`src/rtl/core/tcb_pkg.sv`:
```
package tcb_pkg;

    localparam int ACT_W      = 2;
    localparam int LEVEL_W    = 8;
    localparam int TIME_W     = 64;
    localparam int SLOT_W     = 12;
    localparam int DEPTH_DEF  = 4096;

    typedef enum logic [ACT_W-1:0] {
        ACT_LOG    = 2'd0,
        ACT_LOCATE = 2'd1,
        ACT_COUNT  = 2'd2
    } t_action;

    typedef enum logic [2:0] {
        ST_IDLE,
        ST_LOG,
        ST_SEEK_A,
        ST_STEP_A,
        ST_SEEK_B,
        ST_STEP_B,
        ST_EMIT
    } t_state;

    // controller to datapath
    typedef struct packed {
        logic capture;
        logic log_wr;
        logic srch_start;
        logic srch_step;
        logic sel_b;
        logic emit;
    } t_cmd;

    // datapath to controller
    typedef struct packed {
        logic any_logged;
        logic step_zero;
        logic is_count;
        logic out_free;
    } t_stat;

endpackage

```
`src/rtl/core/tcb_ctrl.sv`:
```
module tcb_ctrl (
    input  logic                  i_clk,
    input  logic                  i_rst_n,
    input  logic                  i_in_valid,
    input  logic [tcb_pkg::ACT_W-1:0] i_action,
    output logic                  o_in_ready,
    input  tcb_pkg::t_stat        i_stat,
    output tcb_pkg::t_cmd         o_cmd
);
    import tcb_pkg::*;

    t_state r_state;
    t_state n_state;

    // state register
    always_ff @(posedge i_clk) begin
        if (!i_rst_n) begin
            r_state <= ST_IDLE;
        end else begin
            r_state <= n_state;
        end
    end

    // next state and commands
    always_comb begin
        n_state    = r_state;
        o_cmd      = '0;
        o_in_ready = 1'b0;
        unique case (r_state)
            ST_IDLE: begin
                o_in_ready = 1'b1;
                if (i_in_valid) begin
                    o_cmd.capture = 1'b1;
                    unique case (i_action) inside
                        ACT_LOG:    n_state = ST_LOG;
                        ACT_LOCATE,
                        ACT_COUNT:  n_state = i_stat.any_logged ? ST_SEEK_A : ST_EMIT;
                        default:    n_state = ST_EMIT;
                    endcase
                end
            end
            ST_LOG: begin
                o_cmd.log_wr = 1'b1;
                n_state      = ST_EMIT;
            end
            ST_SEEK_A: begin
                o_cmd.srch_start = 1'b1;
                n_state          = ST_STEP_A;
            end
            ST_STEP_A: begin
                o_cmd.srch_step = 1'b1;
                if (i_stat.step_zero) begin
                    n_state = i_stat.is_count ? ST_SEEK_B : ST_EMIT;
                end
            end
            ST_SEEK_B: begin
                o_cmd.srch_start = 1'b1;
                o_cmd.sel_b      = 1'b1;
                n_state          = ST_STEP_B;
            end
            ST_STEP_B: begin
                o_cmd.srch_step = 1'b1;
                o_cmd.sel_b     = 1'b1;
                if (i_stat.step_zero) begin
                    n_state = ST_EMIT;
                end
            end
            ST_EMIT: begin
                if (i_stat.out_free) begin
                    o_cmd.emit = 1'b1;
                    n_state    = ST_IDLE;
                end
            end
            default: n_state = ST_IDLE;
        endcase
    end

endmodule

```
`config.mk`:
```
export PLATFORM = sky130hd
export DESIGN_NAME = tcb_ctrl
export DESIGN_NICKNAME = d
export VERILOG_FILES = /design/src/rtl/core/tcb_pkg.sv /design/src/rtl/core/tcb_ctrl.sv
export SDC_FILE = /design/constraint.sdc
export NUM_CORES = 1
export LEC_CHECK = 0
export BUFFER_PORTS_ARGS = -buffer_cell sky130_fd_sc_hd__buf_2
export CELL_PAD_IN_SITES_DETAIL_PLACEMENT = 1
export CELL_PAD_IN_SITES_GLOBAL_PLACEMENT = 2
export CORE_MARGIN = 4
export CORE_UTILIZATION = 22
export DETAILED_ROUTE_END_ITERATION = 8
export PLACE_DENSITY = 0.77
export SYNTH_ARGS = -nofsm -noshare
export SYNTH_HDL_FRONTEND = slang
export SYNTH_SLANG_ARGS = --single-unit
```
`constraint.sdc`:
```
create_clock -name i_clk -period 1.29 [get_ports i_clk]
set_input_delay 0.1935 -clock i_clk [delete_from_list [all_inputs] [get_ports i_clk]]
set_output_delay 0.1935 -clock i_clk [all_outputs]
set_load 0.01 [all_outputs]
```
Word-level counts from Yosys, hierarchy flattened

Cells that the tools add are included.

Memories: 0
Input bits: 9
Bits in latches: 0
Register bits: 3
Output and inout port bits: 7
Memory bits (writable): 0
Bits in read-only memories: 0
Logic and storage cells: 37

$add $sub $neg: 0
Mux-type cells: 17
$mul: 0
Shift operators: 0
Bitwise logic cells: 0
Div/mod/pow operators: 0
$lt $le $gt $ge: 0
Eq/ne operators: 12
Reductions and logical operators: 7

Operators by type and width:

| cell               | number |
|---|---|
| $pmux 3 s7         | 1 |
| $mux 3             | 5 |
| $eq 3x3->1 const B | 3 |
| $mux 1             | 9 |
| $ne 2x2->1 const B | 4 |
| $reduce_or 2->1    | 4 |
| $eq 3x2->1 const B | 2 |
| $pmux 3 s2         | 1 |
| $reduce_and 4->1   | 1 |
| $eq 3x1->1 const B | 1 |
| $logic_not 3->1    | 1 |
| $eq 2x1->1 const B | 1 |
| $eq 2x2->1 const B | 1 |
| $logic_not 2->1    | 1 |
| $mux 2             | 1 |

Longest topological paths before layout

Gate-level depths: netlist of the first run.

Depth after elaboration: 5
Mapped depth: 6
Mapped depth without buffers: 6

Worst setup path after synthesis of the first run

Ideal clock, no wire load.

Path type: reg-to-output
Start: reg r_state[1]
End: out o_cmd[5] in the netlist's numbering
Buffers on the path: 1
Slack: 0.024 ns
Data arrival time: 1.073 ns
Cell stages (with the launch flop): 4
Cell sequence: dfxtp_1 > buf_4 > nor3_1 > and2_1

RTL lines:

| element                  | RTL line       | text |
|---|---|---|
| start: declaration       | tcb_ctrl.sv:12 | `t_state r_state;` |
| start signal: assignment | tcb_ctrl.sv:20 | `r_state <= n_state;` |
| end: declaration         | tcb_ctrl.sv:8  | `output tcb_pkg::t_cmd o_cmd` |

==> metrics, run 1 <==
largest reg by FF count=r_state; Pwr Total=0.00137 W; vias in the first global route=396; Critical Path AT=1.13 ns; cells after synthesis=39; ranking of synthesized cells by area=dfxtp_1 (18%), and2_1 (7.5%), ha_1 (7.5%); Yosys reg bits=3; number of routed nets with antenna violations=0; cell area after synthesis=334 sq um; overall die area=2210 sq um; WP depth=4; Post-route DRC=0; port buffer count=15; Relative slew margins=approximately 82%; crit path buf inv count=2; failing checks=negative setup slack; Via density=4.75; CTS Root Cell=clkbuf_4; fin. max-slew vios=0; gr ovfl total=0; clock sinks=3; hold_ws=approximately 0.19 ns; status=finished, violations left; Synth Warn #=0; Yosys top cell by area=dfxtp_1; worst-margin pin slew=0.264 ns; H-tree Lvls=1; CTS tree=done; Routability Congestion=0.730; max reg flops=3; Max Freq=756 MHz; R2R depth=5; PwrDens=2420 nW/um^2; Mapped Nets=50; Post-Route WL=977 um; Largest regs=r_state x3; met3 Use GR=2.30%; ys async rst share=0%; post-route clock period utilization=103%; Max FO, Critical Path=5; Register Area=71.3 sq um; ys flop type=dfxtp_1; WHS Path Cells=2; clk slew on worst S/H paths=0.04 ns; Crit. End Element=primary output; Starting Density=between 20% and 30%; met1 global-route usage=just over 10%; LEAKAGE=0.282 nW; Global Route Usage Sum=9.83%; total core area=~1400 sq um; Initial DRT Pass Iterations=1; Unique masters post-synth=24; number of synthesized flops with an enable pin=0; clk_lat worst skew=0.23 ns; gr busiest metal=met2; area grow syn2layout=69.7%; crit path time final=1.32 ns; Fillers=168; routed vias=380; critical path's slowest cell=dfxtp_4; CP cell instances=buf_6, nor3_4, and2_1, buf_2; most frequent cells after synthesis=a21oi_1 (4), and2_1 (4), dfxtp_1 (3), inv_1 (3); # diodes=0; share of layout cells above drive strength 1=between 60% and 70%; first-pass GRT wire length=1540 um; clk_skew=0.00120 ns; setup ws final=-0.0331 ns; Syn Area/Cell=8.57 sq um; CP delay by family, top=flip-flops; Avg WL per Cell=12.2 um; die height=47.0 um; startpoint types=register; CTS buffer count=3; initial antenna violation count=0; dpl hpwl=724 um; Final setup viols=4; Max IR drop VDD=685 uV; Worst Setup Path Type=register to primary output; final net count=77; post-synth top area share=between 15 and 20%; Initial DRC Count=0; Critical Path Max Stage Delay=0.36 ns; multi-input logic area=265 sq um; Data required, critical path=1.10 ns; met2 Usage GRT=roughly a fifth; RSZ-0062 raised after global routing=true; Hold Crit Class=primary input to register; clock buffer depth=2; Rows=13; largest net degree at the start of global routing=7; max-capacitance violation count=0; I/O pin cnt=16; Die X=47.0 um; sequential area share after synthesis=between 15 and 20%; final-report hold violation count=0
==> what timing repair did <==
| item | CTS | global route |
|---|---|---|
| setup endpoints to repair | 7 | 7 |
| hold buffers | 0 | 0 |
| setup buffers | 3 | 0 |
| resized for setup | 10 | 6 |
| pin swaps | 2 | 3 |
==> kinds of logic (layout without fill, tap and decap cells) <==
family / after synthesis / in the layout / share of synthesized area, %
mux: 2 / 2 / 5.99
xor+xnor: 1 / 1 / 4.87
fa+ha+maj: 2 / 2 / 7.49
buf+inv: 6 / 32 / 11.2
simple gates: 15 / 15 / 31.5
flops: 3 / 3 / 18.0
compound gates: 10 / 10 / 21.0
==> layer usage <==
metal / wire, um / up-vias
met3: 72 / 0
met1: 394 / 175
met5: 0 / -
met4: 0 / 0
met2: 511 / 14
li1: - / 191
==> final cells by class <==
type                            instances  area share, %
Multi-Input combinational cell         30           46.8
Timing Repair Buffer                   25           30.7
Sequential cell                         3           12.6
Clock buffer                            4           4.64
Tap cell                               15           3.31
Inverter                                3           1.99
==> final timing paths <==
path | from | to | slack [ns]
worst min-delay path | i_rst_n | r_state[2]$_SDFFE_PN0P_ | 0.19
worst max register to register | r_state[1]$_SDFFE_PN0P_ | r_state[1]$_SDFFE_PN0P_ | -0.01
worst max-delay path | r_state[2]$_SDFFE_PN0P_ | o_cmd[5] | -0.03
worst min register to register | r_state[1]$_SDFFE_PN0P_ | r_state[1]$_SDFFE_PN0P_ | 0.68
==> metrics by stage <==
stage               setup TNS [ns]  instances  instance area, sq um  utilization, %  setup slack, ns
CTS                         -0.110         80                   543            39.7          -0.0331
global placement                 0         73                   454            33.2           0.0286
finish                     -0.0990         80                   567            41.5          -0.0331
floorplan                        0         39                   334               -           0.0239
detailed placement               0         73                   454            33.2          0.00218
global route                -0.454         80                   567            41.5           -0.109
==> power by group <==
group	internal (W)	total (W)	switching, W
registers	0.000163	0.000246	0.0000833
logic	0.000552	0.000963	0.000411
clock network	0.000116	0.000162	0.0000462
==> placed cells by master, fill, tap and decap left out, types with 2 or more instances in the layout <==
| cell | instances |
|---|---|
| a21oi_1 | 3 |
| and2_1 | 4 |
| buf_2 | 15 |
| buf_4 | 6 |
| buf_6 | 3 |
| clkbuf_4 | 3 |
| dfxtp_4 | 3 |
| ha_1 | 2 |
| inv_1 | 3 |
| mux2i_1 | 2 |
| nor2b_1 | 2 |
(Power assumes the default switching activity.)
==> run 2, diff against run 1 <==
--- a/config.mk
+++ b/config.mk
@@ -11,7 +11,7 @@
 export CORE_MARGIN = 4
 export CORE_UTILIZATION = 22
 export DETAILED_ROUTE_END_ITERATION = 8
-export PLACE_DENSITY = 0.77
+export PLACE_DENSITY_LB_ADDON = 0.1
 export SYNTH_ARGS = -nofsm -noshare
 export SYNTH_HDL_FRONTEND = slang
 export SYNTH_SLANG_ARGS = --single-unit
==> run 2 against run 1 <==
Compared with the run above: highest routed layer unchanged; the run still ends with negative setup slack left; critical path type unchanged; via count down 5.8%; critical endpoint unchanged; flip-flop and latch count unchanged; combinational power down 6.2%; count of clock-buffer cells in the layout unchanged.
==> metrics, run 2 (synthesized netlist as in run 1, its figures left out) <==
post-route clock period utilization=102%; Die X=around 47 um; crit path time final=~1.3 ns; Avg WL per Cell=12.1 um; LEAKAGE=0.270 nW; vias in the first global route=376; most common cell after layout, fill and taps aside=buf_2; Max IR drop VDD=~860 uV; Net Sw Frac=40.4%; Global Route Usage Sum=9.67%; dpl hpwl=a little under 800 um; hold buffers post-CTS=0; Initial DRC Count=0; area grow syn2layout=64.0%; port buffer count=15; pre-CTS WS=0.0281 ns; Worst Setup Path Type=register to primary output; clk slew on worst S/H paths=0.03 ns; number of routed nets with antenna violations=0; share of layout cells above drive strength 1=about three fifths; met3 wire length=between 60 and 70 um; Critical Path AT=1.12 ns; startpoint types=register; CTS buffer count=3; max-capacitance violation count=0; CP delay by family, top=flip-flops; crit path buf inv count=2; CTS tree=done; critical path's slowest cell=dfxtp_4; I/O pin cnt=16; Largest regs=r_state x3; failing checks=negative setup slack; CP cell instances=buf_6, nor3_4, and2_1, buf_2; Comb power frac=69.0%; die height=roughly 47 um; DR WL met2=500 um; Max FO, Critical Path=6; Pwr Total=0.00131 W; Max Used Layer=met3; worst-margin pin slew=approximately 0.23 ns; clk_skew=0.00751 ns; first-pass GRT wire length=1570 um; fin. max-slew vios=0; H-tree Lvls=1; largest reg by FF count=r_state; Rows=13; clk_lat worst skew=0.23 ns; clock sinks=3; Initial DRT Pass Iterations=1; RSZ-0062 raised after global routing=true; clock power share=around 13%; Via density=4.59; commonest non-fill, non-tap cells in the layout=buf_2 (15), and2_1 (4), buf_4 (4), buf_6 (4); switching power=between 0.0005 and 0.0006 W; status=finished, violations left; Data required, critical path=1.10 ns; final-report hold violation count=0; Final setup viols=2; Post-route DRC=0; M1 WL=382 um; Crit. End Element=primary output; PwrDens=2390 nW/um^2; overall die area=2210 sq um; Seq pwr share=a little under a fifth; CTS Root Cell=clkbuf_4; Starting Density=24.5%; routed vias=358; total core area=1370 sq um; gr ovfl total=0; Post-Route WL=between 900 and 1000 um; Internal=0.000780 W; clock buffer depth=2; Routability Congestion=0.882; Critical Path Max Stage Delay=0.36 ns; # diodes=0; largest net degree at the start of global routing=8; final net count=75; Hold Crit Class=primary input to register; max reg flops=3; Max Freq=760 MHz; setup ws final=-0.0265 ns; Relative slew margins=84.2%; initial antenna violation count=0
[run 2: metrics by stage]
stage          cells  cell area [sq um]  hold WS, ns  TNS [ns]  util, %
5_1_grt           78                548        0.200    -0.463     40.1
4_1_cts           77                510        0.189    -0.190     37.4
3_5_place_dp      72                447        0.430         0     32.7
3_3_place_gp      72                447        0.422         0     32.7
6_report          78                548        0.198   -0.0394     40.1
2_1_floorplan     39                334        0.315         0        -
[run 2: per-layer routing]
metal	vias up	GRT usage [%]
li1	187	-
met1	160	11.3
met2	11	17.9
met3	0	3.45
met4	0	0
met5	-	0
[run 2: timing repair]
action | 4_1_cts | 5_1_grt
cloned | 0 | 0
pin swaps | 3 | 4
endpoints found under the setup margin | 7 | 8
resized for setup | 10 | 8
setup buffers | 1 | 1
[run 2: cell type report]
type,count,area [sq um]
Clock buffer,4,26.3
Fill cell,177,818
Inverter,3,11.3
Multi-Input combinational cell,30,270
Sequential cell,3,71.3
Tap cell,15,18.8
Timing Repair Buffer,23,150
[run 2: worst paths after layout]
kind	slack (ns)	end	start	cells past startpoint
setup / recovery	-0.03	o_cmd[5]	r_state[1]$_SDFFE_PN0P_	4
hold / removal	0.20	r_state[2]$_SDFFE_PN0P_	i_rst_n	2
setup reg to reg	0.02	r_state[0]$_SDFFE_PN0P_	r_state[0]$_SDFFE_PN0P_	5
hold reg to reg	0.67	r_state[1]$_SDFFE_PN0P_	r_state[1]$_SDFFE_PN0P_	3
[run 2: power groups by stage]
stage / Clock, W / Combinational (W) / Sequential [W]
6_report: 0.000167 / 0.000903 / 0.000238
5_1_grt: 0.000190 / 0.000997 / 0.000251
4_1_cts: 0.000180 / 0.000833 / 0.000233
3_5_place_dp: 0 / 0.000722 / 0.000220
3_3_place_gp: 0 / 0.000710 / 0.000218
2_1_floorplan: 0 / 0.000513 / 0.000181
[run 2: worst register-to-register path, delay by kind of cell, from the launching register on]
| kind | cells | cell delay [ns] |
|---|---|---|
| buffers and inverters | 1 | 0.12 |
| AOI/OAI and AO/OA | 2 | 0.24 |
| and+or+nand+nor | 2 | 0.45 |
| DFF | 1 | 0.34 |
